<file path="src/rtl/core/fnvh_pkg.sv">
package fnvh_pkg;

  localparam int HASH_W = 64;
  localparam int CHAR_W = 16;
  localparam int CFG_INDEX_W = 1;

  // FNV primes split as 2^shift + low part
  localparam int PRIME64_SHIFT = 40;
  localparam int PRIME32_SHIFT = 24;
  localparam logic [8:0] PRIME64_LO = 9'h1B3;
  localparam logic [8:0] PRIME32_LO = 9'h193;

  localparam logic [63:0] BASIS64 = 64'hCBF2_9CE4_8422_2325;
  localparam logic [63:0] BASIS32 = 64'h0000_0000_811C_9DC5;

  localparam logic [CFG_INDEX_W-1:0] REG_HASH_WIDTH = 1'b0;
  localparam logic [CFG_INDEX_W-1:0] REG_WIDE_CHARS = 1'b1;

  function automatic logic [CHAR_W-1:0] fold_lower(input logic [CHAR_W-1:0] c);
    logic [CHAR_W-1:0] r;
    r = c;
    if (c >= 16'h0041 && c <= 16'h005A) begin
      r = c + 16'h0020;
    end
    return r;
  endfunction

  function automatic logic [63:0] basis_of(input logic wide_hash);
    return wide_hash ? BASIS64 : BASIS32;
  endfunction

endpackage

</file>
<file path="src/rtl/core/fnvh_mix.sv">
module fnvh_mix (
  input  logic [63:0] hash_in,
  input  logic [7:0]  byte_in,
  input  logic        wide_hash,
  output logic [63:0] hash_out
);
  import fnvh_pkg::*;

  logic [8:0]  prime_lo;
  logic [63:0] shifted;
  logic [63:0] part;
  logic [63:0] prod;

  // h * prime = (h << shift) + h * low part; keep 32 bits in narrow mode
  always_comb begin
    prime_lo = wide_hash ? PRIME64_LO : PRIME32_LO;
    shifted  = wide_hash ? (hash_in << PRIME64_SHIFT) : (hash_in << PRIME32_SHIFT);
    part     = hash_in * {55'b0, prime_lo};
    prod     = shifted + part;
    if (!wide_hash) begin
      prod = {32'b0, prod[31:0]};
    end
    hash_out = prod ^ {56'b0, byte_in};
  end

endmodule

</file>
<file path="src/rtl/core/case_insensitive_fnv1_hash.sv">
// Case-insensitive FNV-1 string hash, 32 or 64 bit.
// Characters arrive on the char channel (character, char_valid, char_stall);
// ASCII A-Z are folded to lower case before hashing. A zero character ends the
// string: the finished hash appears on the hash channel (hash_value,
// hash_valid, hash_stall) in the cycle after the terminator is taken, and the
// running hash reloads the offset basis.
// One shared prime multiplier (shift plus 64x9 constant multiply, then xor)
// does every byte. Narrow characters pass it once; wide characters pass it once per
// byte, low byte first, with char_stall high while the high byte is mixed.
// Registers: index 0 hash_width (0 = 32-bit, 1 = 64-bit; a write reloads the
// basis), index 1 wide_chars (0 = low byte only, 1 = low then high byte).
// Write them only while the block is idle.
// Reset clears both registers, loads the 32-bit basis and drops any result.
// When the receiver stalls, hash_value holds; char_stall is raised while a
// result waits and is stalled, so no further item is taken until it leaves.
module case_insensitive_fnv1_hash (
  input  logic                               clk,
  input  logic                               rst,
  input  logic                               cfg_we,
  input  logic [fnvh_pkg::CFG_INDEX_W-1:0]   cfg_index,
  input  logic                               cfg_data,
  input  logic [fnvh_pkg::CHAR_W-1:0]        character,
  input  logic                               char_valid,
  output logic                               char_stall,
  output logic [fnvh_pkg::HASH_W-1:0]        hash_value,
  output logic                               hash_valid,
  input  logic                               hash_stall
);
  import fnvh_pkg::*;

  localparam logic ST_IDLE = 1'b0;
  localparam logic ST_HIGH = 1'b1;

  logic              state;
  logic              hash_width;
  logic              wide_chars;
  logic [63:0]       running_hash;
  logic [7:0]        hi_byte;

  logic              char_take;
  logic [CHAR_W-1:0] char_masked;
  logic [CHAR_W-1:0] char_folded;
  logic [7:0]        mix_byte;
  logic [63:0]       mix_out;

  assign char_stall  = (state == ST_HIGH) || (hash_valid && hash_stall);
  assign char_take   = char_valid && !char_stall;
  assign char_masked = wide_chars ? character : {8'b0, character[7:0]};
  assign char_folded = fold_lower(char_masked);
  assign mix_byte    = (state == ST_HIGH) ? hi_byte : char_folded[7:0];

  fnvh_mix u_mix (
    .hash_in  (running_hash),
    .byte_in  (mix_byte),
    .wide_hash(hash_width),
    .hash_out (mix_out)
  );

  always_ff @(posedge clk) begin
    if (rst) begin
      state        <= ST_IDLE;
      hash_valid   <= 1'b0;
      hash_width   <= 1'b0;
      wide_chars   <= 1'b0;
      running_hash <= BASIS32;
    end else begin
      if (hash_valid && !hash_stall) begin
        hash_valid <= 1'b0;
      end
      case (state)
        ST_IDLE: begin
          if (char_take) begin
            if (char_masked == '0) begin
              hash_valid   <= 1'b1;
              hash_value   <= hash_width ? running_hash : {32'b0, running_hash[31:0]};
              running_hash <= basis_of(hash_width);
            end else begin
              running_hash <= mix_out;
              hi_byte      <= char_folded[15:8];
              if (wide_chars) begin
                state <= ST_HIGH;
              end
            end
          end
        end
        ST_HIGH: begin
          running_hash <= mix_out;
          state        <= ST_IDLE;
        end
        default: state <= ST_IDLE;
      endcase
      if (cfg_we) begin
        case (cfg_index)
          REG_HASH_WIDTH: begin
            hash_width   <= cfg_data;
            running_hash <= basis_of(cfg_data);
          end
          REG_WIDE_CHARS: wide_chars <= cfg_data;
          default: ;
        endcase
      end
    end
  end

endmodule

</file>
<file path="config.mk">
export PLATFORM = sky130hd
export DESIGN_NAME = case_insensitive_fnv1_hash
export DESIGN_NICKNAME = d
export VERILOG_FILES = /design/src/rtl/core/fnvh_pkg.sv /design/src/rtl/core/fnvh_mix.sv /design/src/rtl/core/case_insensitive_fnv1_hash.sv
export SDC_FILE = /design/constraint.sdc
export NUM_CORES = 1
export LEC_CHECK = 0
export BUFFER_PORTS_ARGS = -buffer_cell sky130_fd_sc_hd__buf_2
export CAP_MARGIN = 5
export CORE_ASPECT_RATIO = 1.5
export CORE_MARGIN = 10
export CORE_UTILIZATION = 65
export CTS_BUF_LIST = sky130_fd_sc_hd__clkbuf_2
export DETAILED_ROUTE_END_ITERATION = 10
export GPL_TIMING_DRIVEN = 0
export PLACE_DENSITY = 0.84
export SYNTH_ARGS = -nofsm -noshare
export SYNTH_HDL_FRONTEND = slang
export SYNTH_SLANG_ARGS = --single-unit
</file>
<file path="constraint.sdc">
create_clock -name clk -period 12.3 [get_ports clk]
set_input_delay 2.46 -clock clk [delete_from_list [all_inputs] [get_ports clk]]
set_output_delay 2.46 -clock clk [all_outputs]
set_load 0.005 [all_outputs]
</file>
==> qor.csv <==
stage,metric,value,unit
cts,Max clock buf depth,2,
routing,Antenna Nets Post-Route,0,
cts,Root Buffer,clkbuf_2,
cells_and_area,"most common cell after layout, fill and taps aside",inv_1,
timing,Final Max Slew Viols,0,
routing,drt pass-1 iters,8,
synthesis,async set or reset register ratio after synthesis,0,
routing,DR iter-0 viols,1108,
timing,Peak Freq,124,MHz
worst_setup_path,startpoint types,register,
cells_and_area,layout cells sized above 1,0.0750,
timing,slew at the pin closest to its max-slew limit,1.12,ns
worst_setup_path,CP bufs+invs,8,
timing,fin crit period,8.05,ns
worst_setup_path,worst reg-to-reg setup slack,4.25,ns
routing,WL final,54.4,mm
global_routing,initial antenna violation count,1,
synthesis,number of synthesized register bits,140,
worst_setup_path,CP Capture Type,register,
synthesis,syn nets,2351,
place,number of port buffers,87,
worst_setup_path,Critical Path RT,13.10,ns
worst_setup_path,Crit Path Max Fanout,10,
timing,setup tns final,0,ns
cells_and_area,Area growth syn-to-layout,6.50,%
cts,H-tree depth,4,
routing,# DRC,1,
cts,clock sink count,140,
cts,post_cts resized,0,
synthesis,Post-Syn Area per Cell,9.81,um2
flow_run,MaxCap Viol Count,0,
worst_setup_path,Reg-to-Reg Start,hash_width,
cts,TritonCTS Buffers,17,
timing,final period utilization,0.655,
cells_and_area,NumNets Final,2458,
cells_and_area,most frequent cells in the layout,"inv_1, ha_1, fa_1",
synthesis,post-synthesis sequential area ratio,0.195,
global_routing,largest net degree at the start of global routing,37,
place,DP HPWL,46.3,mm
min_path,Hold Crit Class,reg -> reg,
die,core area,0.0273,mm2
die,die width,156,um
synthesis,Most used DFF post-synth,edfxtp_1,
routing,Vias/cell,6.11,
timing,RSZ-0062 raised after global routing,no,
worst_setup_path,CP max stage cell,a2111oi_1,
routing,Vias,14070,
synthesis,"EDFF count, synth",72,
global_routing,GRT overflow,0,
global_routing,GRT Overall Usage,0.320,
routing,Routed WL per cell,23.6,um
outcome,status,"complete, but fails checks",
worst_setup_path,r2r endpoint,running_hash[63],
die,chip height,224,um
worst_setup_path,Critical Path Max Stage Delay,0.89,ns
timing,Slew HR,0.246,
cts,worst skew pair latency,0.90,ns
outcome,violated checks,design-rule violations,
worst_setup_path,Critical Path Stages,25,
synthesis,synthesized area,0.0181,mm2
worst_setup_path,Setup crit end,running_hash[63],
global_routing,number of global-route vias before repair,14876,
die,die area,0.0350,mm2
synthesis,Synth Warn #,0,
die,starting density of the core,0.661,
cts,CTS Hold Bufs,0,
die,Row Count,74,
worst_setup_path,Reg2Reg Depth,25,
place,gpl congestion,1.04,
cts,"Setup Fix Bufs, Post-CTS",0,
timing,"Hold Violations, Final",0,
worst_setup_path,critical path's top delay family,adder cells,
worst_setup_path,WS Path Type,reg -> reg,
global_routing,first-pass GRT wire length,84.7,mm
die,io pins,89,
synthesis,Syn Inst Count,1841,
timing,endpoints failing setup,0,
timing,Clock Skew,0.0424,ns
worst_setup_path,crit path DAT,8.85,ns
synthesis,synth unique cells,75,
cts,CTS tree,yes,
cts,"CTS clk-pin slew, worst paths",0.28,ns
worst_setup_path,Critical Path Source,hash_width,
## worst reg2reg max path, delay by kind of cell (launching register included)
family / cells / cell delay (ns)
xor+xnor: 1 / 0.22
buf+inv: 8 / 2.09
fa+ha+maj: 6 / 2.47
flops: 1 / 0.39
compound gates: 5 / 1.67
simple gates: 5 / 1.16
## worst min-delay path by stage
stage            endpoint  slack [ns]  startpoint  cells past startpoint
2_1_floorplan  hash_valid        0.46  hash_valid                      2
3_3_place_gp   hash_valid        0.45  hash_valid                      2
3_5_place_dp   hash_valid        0.48  hash_valid                      2
4_1_cts        hash_valid        0.50  hash_valid                      2
5_1_grt        hash_valid        0.52  hash_valid                      2
6_report       hash_valid        0.50  hash_valid                      2
## flip-flops by register name, indices dropped and copies added, names as in the netlist
| signal | count |
|---|---|
| hash_valid | 1 |
| hash_value | 64 |
| hash_width | 1 |
| hi_byte | 8 |
| running_hash | 64 |
| state | 1 |
| wide_chars | 1 |
## cell usage after synthesis (all sizes together), types with 3 or more instances
master   number  area share
fa          240        0.27
a31oi         7      0.0024
nand4        11      0.0038
inv         353       0.073
a21o         62       0.026
o21ai        62       0.017
xor2         43       0.021
a221oi       16      0.0078
dfxtp        68       0.075
xnor2        51       0.025
a22o         13      0.0063
nor2b         3      0.0010
o31ai         5      0.0024
buf           9      0.0024
o221ai        3      0.0015
a31o          4      0.0019
a2111oi       4      0.0024
o21a          5      0.0021
nand2        82       0.017
mux2i         8      0.0044
nor2         73       0.015
or2           5      0.0017
ha          247        0.17
nor3         16      0.0044
nand2b        7      0.0024
nand3        15      0.0042
o211ai       11      0.0049
and2        106       0.037
a32oi         4      0.0019
a221o         3      0.0017
o21bai       10      0.0042
and3          5      0.0018
a22oi        10      0.0042
edfxtp       72        0.12
clkbuf       46       0.011
nor3b         3      0.0012
and4         11      0.0055
a21oi        98       0.027
nor4          3      0.0010
o22ai         5      0.0017
a211oi        6      0.0025
a21boi        7      0.0029
or3           5      0.0017
## cell type report
cell class,instances,area [um2]
antenna,1,2.50
multi-input combinational,1291,13000
fill,2106,8090
clock inverter,15,195
timing repair buffer,88,455
inverter,354,1330
clock buffer,17,85.1
sequential,140,3520
buffer,56,246
tap,342,428
## routing by layer
layer / up-vias / track usage / wire (um)
li1: 6332 / - / -
met3: 213 / 0.0560 / 3360
met1: 6895 / 0.351 / 19100
met4: 0 / 0.223 / 4130
met5: - / 0 / 0
met2: 630 / 0.552 / 27800
## metrics by stage
step	hold slack, ns	area [um2]	utilization	std cells	setup WS [ns]
after floorplan	0.461	18100	-	1841	5.68
after global placement	0.454	18900	0.693	2270	3.93
after detailed placement	0.476	18900	0.694	2271	4.40
after CTS	0.503	19200	0.704	2303	4.36
after global routing	0.524	19200	0.704	2304	3.93
final	0.504	19200	0.704	2304	4.25
## logic make-up after synthesis
| group | Yosys count | synth area share |
|---|---|---|
| buf+inv | 410 | 0.0873 |
| compound gates | 352 | 0.129 |
| flops | 140 | 0.195 |
| simple gates | 350 | 0.101 |
| fa+ha+maj | 487 | 0.437 |
| mux | 8 | 0.00444 |
| xor+xnor | 94 | 0.0456 |
Power is left out: the tool's default activity adds up to more than one toggle a clock period on the data nets, which glitch-free logic cannot reach.
